==> src/sv/slab_object_allocator_top_macros.svh <==
// Assertion macros for the slab allocator
`ifndef SLAB_OBJECT_ALLOCATOR_TOP_MACROS_SVH
`define SLAB_OBJECT_ALLOCATOR_TOP_MACROS_SVH
`ifndef SYNTH
`define SOA_ASSERT_IMPL(label, clk, rst_n, a, c, msg) \
	label: assert property (@(posedge clk) disable iff (!rst_n) (a) |-> (c)) else $error(msg);
`define SOA_ASSERT_NEXT(label, clk, rst_n, a, c, msg) \
	label: assert property (@(posedge clk) disable iff (!rst_n) (a) |=> (c)) else $error(msg);
`else
`define SOA_ASSERT_IMPL(label, clk, rst_n, a, c, msg)
`define SOA_ASSERT_NEXT(label, clk, rst_n, a, c, msg)
`endif
`endif

==> src/sv/soa_pkg.sv <==
package soa_pkg;

	localparam int SLOTS_MAX = 512;

	typedef struct packed {
		logic        kind;
		logic [12:0] object_id;
	} req_t;

	typedef struct packed {
		logic [1:0]  status;
		logic [12:0] result_id;
		logic [15:0] byte_address;
		logic [4:0]  slabs_in_use;
	} rsp_t;

	localparam logic [1:0] ST_ALLOC = 2'd0;
	localparam logic [1:0] ST_FREED = 2'd1;
	localparam logic [1:0] ST_REAPED = 2'd2;
	localparam logic [1:0] ST_OOM = 2'd3;

	localparam logic KIND_ALLOC = 1'b0;
	localparam logic KIND_FREE = 1'b1;

	localparam logic CFG_OBJ_BYTES = 1'b0;
	localparam logic CFG_OBJ_PER_SLAB = 1'b1;

	typedef enum logic [3:0] {
		S_IDLE,
		S_DECODE,
		S_POP_RD,
		S_POP_WAIT,
		S_INIT,
		S_FREE,
		S_REAP_RD,
		S_REAP_WAIT,
		S_REAP_STEP,
		S_ADDR,
		S_DONE
	} state_t;

	typedef struct packed {
		logic latch;
		logic pop_rd;
		logic pop_take;
		logic claim;
		logic init_wr;
		logic push;
		logic reap_begin;
		logic reap_step;
		logic reap_end;
		logic calc_addr;
		logic emit;
	} cmd_t;

	typedef struct packed {
		logic kind;
		logic head_valid;
		logic slab_free;
		logic free_ok;
		logic ref_zero;
		logic init_last;
		logic walk_more;
	} sts_t;

endpackage

==> src/sv/soa_ctrl.sv <==
module soa_ctrl (
	input  logic           clk,
	input  logic           arst_n,
	input  logic           start,
	output logic           busy,
	input  soa_pkg::sts_t  sts,
	output soa_pkg::cmd_t  cmd
);

	soa_pkg::state_t state_q, state_d;

	always_ff @(posedge clk or negedge arst_n) begin
		if (!arst_n) begin
			state_q <= soa_pkg::S_IDLE;
		end else begin
			state_q <= state_d;
		end
	end

	always_comb begin
		state_d = state_q;
		unique case (state_q)
			soa_pkg::S_IDLE: if (start) state_d = soa_pkg::S_DECODE;
			soa_pkg::S_DECODE: begin
				if (sts.kind == soa_pkg::KIND_FREE) state_d = soa_pkg::S_FREE;
				else if (sts.head_valid) state_d = soa_pkg::S_POP_RD;
				else if (sts.slab_free) state_d = soa_pkg::S_INIT;
				else state_d = soa_pkg::S_DONE;
			end
			soa_pkg::S_POP_RD: state_d = soa_pkg::S_POP_WAIT;
			soa_pkg::S_POP_WAIT: state_d = soa_pkg::S_ADDR;
			soa_pkg::S_INIT: if (sts.init_last) state_d = soa_pkg::S_ADDR;
			soa_pkg::S_FREE: begin
				if (!sts.free_ok) state_d = soa_pkg::S_DONE;
				else if (sts.ref_zero) state_d = soa_pkg::S_REAP_RD;
				else state_d = soa_pkg::S_DONE;
			end
			soa_pkg::S_REAP_RD: begin
				if (sts.walk_more) state_d = soa_pkg::S_REAP_WAIT;
				else state_d = soa_pkg::S_DONE;
			end
			soa_pkg::S_REAP_WAIT: state_d = soa_pkg::S_REAP_STEP;
			soa_pkg::S_REAP_STEP: state_d = soa_pkg::S_REAP_RD;
			soa_pkg::S_ADDR: state_d = soa_pkg::S_DONE;
			soa_pkg::S_DONE: state_d = soa_pkg::S_IDLE;
			default: state_d = soa_pkg::S_IDLE;
		endcase
	end

	always_comb begin
		cmd = '0;
		busy = (state_q != soa_pkg::S_IDLE);
		unique case (state_q)
			soa_pkg::S_IDLE: cmd.latch = start;
			soa_pkg::S_DECODE: begin
				if (sts.kind == soa_pkg::KIND_ALLOC && !sts.head_valid && sts.slab_free)
					cmd.claim = 1'b1;
			end
			soa_pkg::S_POP_RD: cmd.pop_rd = 1'b1;
			soa_pkg::S_POP_WAIT: cmd.pop_take = 1'b1;
			soa_pkg::S_INIT: cmd.init_wr = 1'b1;
			soa_pkg::S_FREE: begin
				cmd.push = sts.free_ok;
				cmd.reap_begin = sts.free_ok && sts.ref_zero;
			end
			soa_pkg::S_REAP_RD: cmd.reap_end = !sts.walk_more;
			soa_pkg::S_REAP_STEP: cmd.reap_step = 1'b1;
			soa_pkg::S_ADDR: cmd.calc_addr = 1'b1;
			soa_pkg::S_DONE: cmd.emit = 1'b1;
			default: cmd = '0;
		endcase
	end

endmodule

==> config.mk <==
export PLATFORM = sky130hd
export DESIGN_NAME = soa_ctrl
export DESIGN_NICKNAME = d
export VERILOG_FILES = /design/src/sv/slab_object_allocator_top_macros.svh /design/src/sv/soa_pkg.sv /design/src/sv/soa_ctrl.sv
export SDC_FILE = /design/constraint.sdc
export NUM_CORES = 1
export LEC_CHECK = 0
export ABC_AREA = 1
export BUFFER_PORTS_ARGS = -buffer_cell sky130_fd_sc_hd__buf_2
export CELL_PAD_IN_SITES_DETAIL_PLACEMENT = 2
export CELL_PAD_IN_SITES_GLOBAL_PLACEMENT = 2
export CORE_MARGIN = 2
export CORE_UTILIZATION = 17
export DETAILED_ROUTE_END_ITERATION = 10
export GPL_TIMING_DRIVEN = 1
export PLACE_DENSITY = 0.8
export SLEW_MARGIN = 25
export SYNTH_ARGS = -nofsm -noshare
export SYNTH_HDL_FRONTEND = slang
export SYNTH_SLANG_ARGS = --single-unit
==> constraint.sdc <==
create_clock -name clk -period 1 [get_ports clk]
set_input_delay 0.1 -clock clk [delete_from_list [all_inputs] [get_ports clk]]
set_output_delay 0.1 -clock clk [all_outputs]
set_load 0.02 [all_outputs]
==> Flow_metrics.wiki <==
{| class="wikitable"
! Metric !! Value
|-
| Per-cell routed wire length || between 10 and 15 um
|-
| Cells after Synth || 74
|-
| First-pass GRT wire length || ~3100 um
|-
| Type of destination of the critical path || output pin
|-
| Static Leak || 0.458 nW
|-
| Final design instance area without fill || between 800 and 900 sq um
|-
| Count of different cell masters after synthesis || 17
|-
| Count of routing violations after the opening detailed-route iteration || 8
|-
| Placeable Area || 2410 sq um
|-
| Setup ws final || -0.422 ns
|-
| Maximum clock frequency || roughly 700 MHz
|-
| Via density || ~4.2
|-
| Post-Synthesis Net Count || 84
|-
| Top layer reached by signal wires || met3
|-
| Most frequent cell after synthesis || sky130_fd_sc_hd__nand2_1
|-
| Share of final-layout standard cells stronger than drive strength 1 || 68.1%
|-
| Worst-Margin Slew || 0.296 ns
|-
| Synthesized area per cell || 5.73 sq um
|-
| Post-route fraction of the period consumed by the critical path || 142%
|-
| Filler cell count in the final layout || slightly below 300
|-
| Register ranked first by flip-flop count || state_q
|-
| Total placed instance area || approximately 660 sq um
|-
| Initial cell density of the core || around 18%
|-
| Worst Hold Slack || 0.194 ns
|-
| Number of synthesized flops with an enable pin || 0
|-
| Net Sw Frac || approximately 51%
|-
| Largest net degree at the start of global routing || 7
|-
| Result of the run || finished, violations left
|-
| Via count of the first global-routing pass || approximately 650
|-
| Proportion of power drawn by combinational gates || 75.0%
|-
| Synth top area share || a little under a quarter
|-
| Site Rows || 18
|-
| Seq pwr share || 16.3%
|-
| Final Core Density || roughly 36%
|-
| Maximum fanout encountered on the critical timing path || 6
|-
| Total power || between 2 and 2.5 mW
|-
| Antenna violations before repair || 0
|-
| Die Outline Area || roughly 2900 sq um
|-
| Number of antenna repair diodes || 0
|-
| Clock buffer depth || 2
|-
| Flip-flop count of the largest register, all copies and words added || 4
|-
| Total congestion overflow after global routing || 0
|-
| Metal1 wirelength || approximately 780 um
|-
| Count of boundary I/O pins || 22
|-
| Area delta synth->final || 105%
|-
| Length of routed met3 wiring || just over 80 um
|-
| Proportion of synthesized chip area in sequential cells || a little under a quarter
|-
| Number of failing setup endpoints in the final timing report || 16
|-
| Hold Vio Cnt, Final || 0
|-
| Failing checks || negative setup slack
|-
| Wire length on met2 || around 1100 um
|-
| Total global routing track utilization || between 10% and 20%
|-
| Class of the worst hold path || in2reg
|-
| Total number of H-tree levels || 1
|-
| Cell area power density || approximately 2700 nW/um^2
|-
| Peak ir drop on the vdd network || about 1.2 mV
|-
| Most common library cells after synthesis || sky130_fd_sc_hd__nand2_1 (19), sky130_fd_sc_hd__inv_1 (16), sky130_fd_sc_hd__nor2_1 (10)
|-
| Clock latency of the later-clocked register in the worst-skew pair || between 0.2 and 0.25 ns
|-
| Number of nets in the finished design || 125
|-
| Num CTS Buffers || 3
|-
| Chip height || around 54 um
|-
| TritonCTS sink count || 4
|-
| Required @ worst endpoint || 0.90 ns
|-
| Area leader, netlist || sky130_fd_sc_hd__dfrtp_1
|-
| Internal power component || approximately 1.2 mW
|-
| Setup repair after global routing missed its margin || true
|-
| Mapped cell area || approximately 420 sq um
|-
| Antenna Nets Post-Route || 0
|-
| Flip-flop and latch count after synthesis || 4
|-
| Setup Crit Path Kind || reg2out
|-
| Registers with the highest flip-flop counts || state_q x4
|-
| Net switching power || roughly 1.2 mW
|-
| Wire length after detailed routing || 1990 um
|-
| Minimum clock period after layout || 1.42 ns
|-
| Clock edge transition at the registers on the reported setup and hold paths || ~0.040 ns
|-
| Number of I/O port buffers || 21
|-
| Biggest area contributors in the synthesized netlist || sky130_fd_sc_hd__dfrtp_1 (24%), sky130_fd_sc_hd__nand2_1 (17%), sky130_fd_sc_hd__inv_1 (14%), sky130_fd_sc_hd__nor2_1 (8.8%), sky130_fd_sc_hd__nor2_2 (7.4%)
|-
| Detailed Place HPWL || between 1000 and 1500 um
|-
| Dpl cells || 130
|-
| Number of design rule violations left after detail routing || 0
|-
| Routability congestion estimate || about 0.78
|-
| Fraction of synthesis flops using an asynchronous set or reset pin || 100%
|-
| Fin. max-slew vios || 0
|-
| Predominant post-synthesis flop cell || sky130_fd_sc_hd__dfrtp_1
|-
| Master cell of the clock root buffer || sky130_fd_sc_hd__clkbuf_4
|-
| TritonCTS clock tree || done
|-
| Slew headroom || 80.0%
|-
| Post-route clock skew || between 0.008 and 0.009 ns
|-
| Clock Power Share || under 10%
|-
| Drt pass-1 iters || 2
|-
| Setup TNS || -5.28 ns
|-
| Overall die width || 54.0 um
|-
| Count of warnings emitted by yosys || 0
|-
| Number of non-filler instances in the completed layout || 143
|-
| Critical Path AT || 1.32 ns
|-
| Startpoint Class || flip-flop
|-
| Worst slack at placement || -0.242 ns
|-
| Max-cap violation count || 0
|-
| Vias after detailed routing || 600
|}
[critical path: stages (launching register included)]
cell and delay (ns):
sky130_fd_sc_hd__dfrtp_2 0.44, sky130_fd_sc_hd__inv_2 0.07, sky130_fd_sc_hd__nor2_4 0.13, sky130_fd_sc_hd__nand2_2 0.10
sky130_fd_sc_hd__nor2_4 0.11, sky130_fd_sc_hd__nand2_2 0.07, sky130_fd_sc_hd__inv_2 0.06, sky130_fd_sc_hd__buf_6 0.11
[cell families after synthesis]
family,after synthesis,synth area share [%]
simple gates,43,48.1
buf+inv,20,17.7
compound gates,7,10.6
flops,4,23.6
[power by group through the flow]
stage	logic, mW	clock network, mW	registers [mW]
after floorplan	0.883	0	0.334
after global routing	1.94	0.229	0.404
after detailed placement	1.31	0	0.355
final	1.78	0.206	0.389
after global placement	1.26	0	0.346
after CTS	1.69	0.216	0.380
[path summary, 6_finish.rpt]
kind | from | end | slack, ns | cells past startpoint
setup / recovery | state_q[0] | cmd[4] | -0.42 | 7
hold / removal | start | state_q[0] | 0.19 | 3
hold reg to reg | state_q[2] | state_q[1] | 0.71 | 3
max in group asynchronous | arst_n | state_q[3] | 0.65 | 2
setup reg to reg | state_q[0] | state_q[2] | -0.30 | 8
min in group asynchronous | arst_n | state_q[0] | 0.22 | 2
[cell usage in the layout (no fill, tap or decap), types with 3 or more instances in the layout]
cell type                  instances
sky130_fd_sc_hd__o21ai_0           3
sky130_fd_sc_hd__inv_2            10
sky130_fd_sc_hd__nor2_4            8
sky130_fd_sc_hd__nor2_2            4
sky130_fd_sc_hd__nand2_1          13
sky130_fd_sc_hd__buf_6            14
sky130_fd_sc_hd__nand2_2           7
sky130_fd_sc_hd__buf_2            11
sky130_fd_sc_hd__buf_4            10
sky130_fd_sc_hd__clkbuf_4          3
sky130_fd_sc_hd__nor2_1            5
sky130_fd_sc_hd__inv_1             8
sky130_fd_sc_hd__dfrtp_2           4
sky130_fd_sc_hd__nand3_1           3
[timing repair]
item,in CTS,in global routing
resized for setup,32,11
hold buffers,1,0
setup endpoints to repair,16,16
pin swaps,9,0
endpoints found under the hold margin,4,0
setup buffers,7,3
[layer usage]
| layer | global-route usage (%) | vias to the layer above |
|---|---|---|
| li1 | - | 297 |
| met1 | 17.4 | 288 |
| met2 | 29.5 | 15 |
| met3 | 4.44 | 0 |
| met4 | 2.56 | 0 |
| met5 | 0 | - |
[area by class of cell]
class	count	area, sq um	area share [%]
repair buffers	36	298	34.3
multi-input cells	50	325	37.5
well taps	30	37.5	4.32
flip-flops and latches	4	105	12.1
clock buffers	3	22.5	2.59
inverters	20	80.1	9.22
Power figures use the tool's default switching activity.
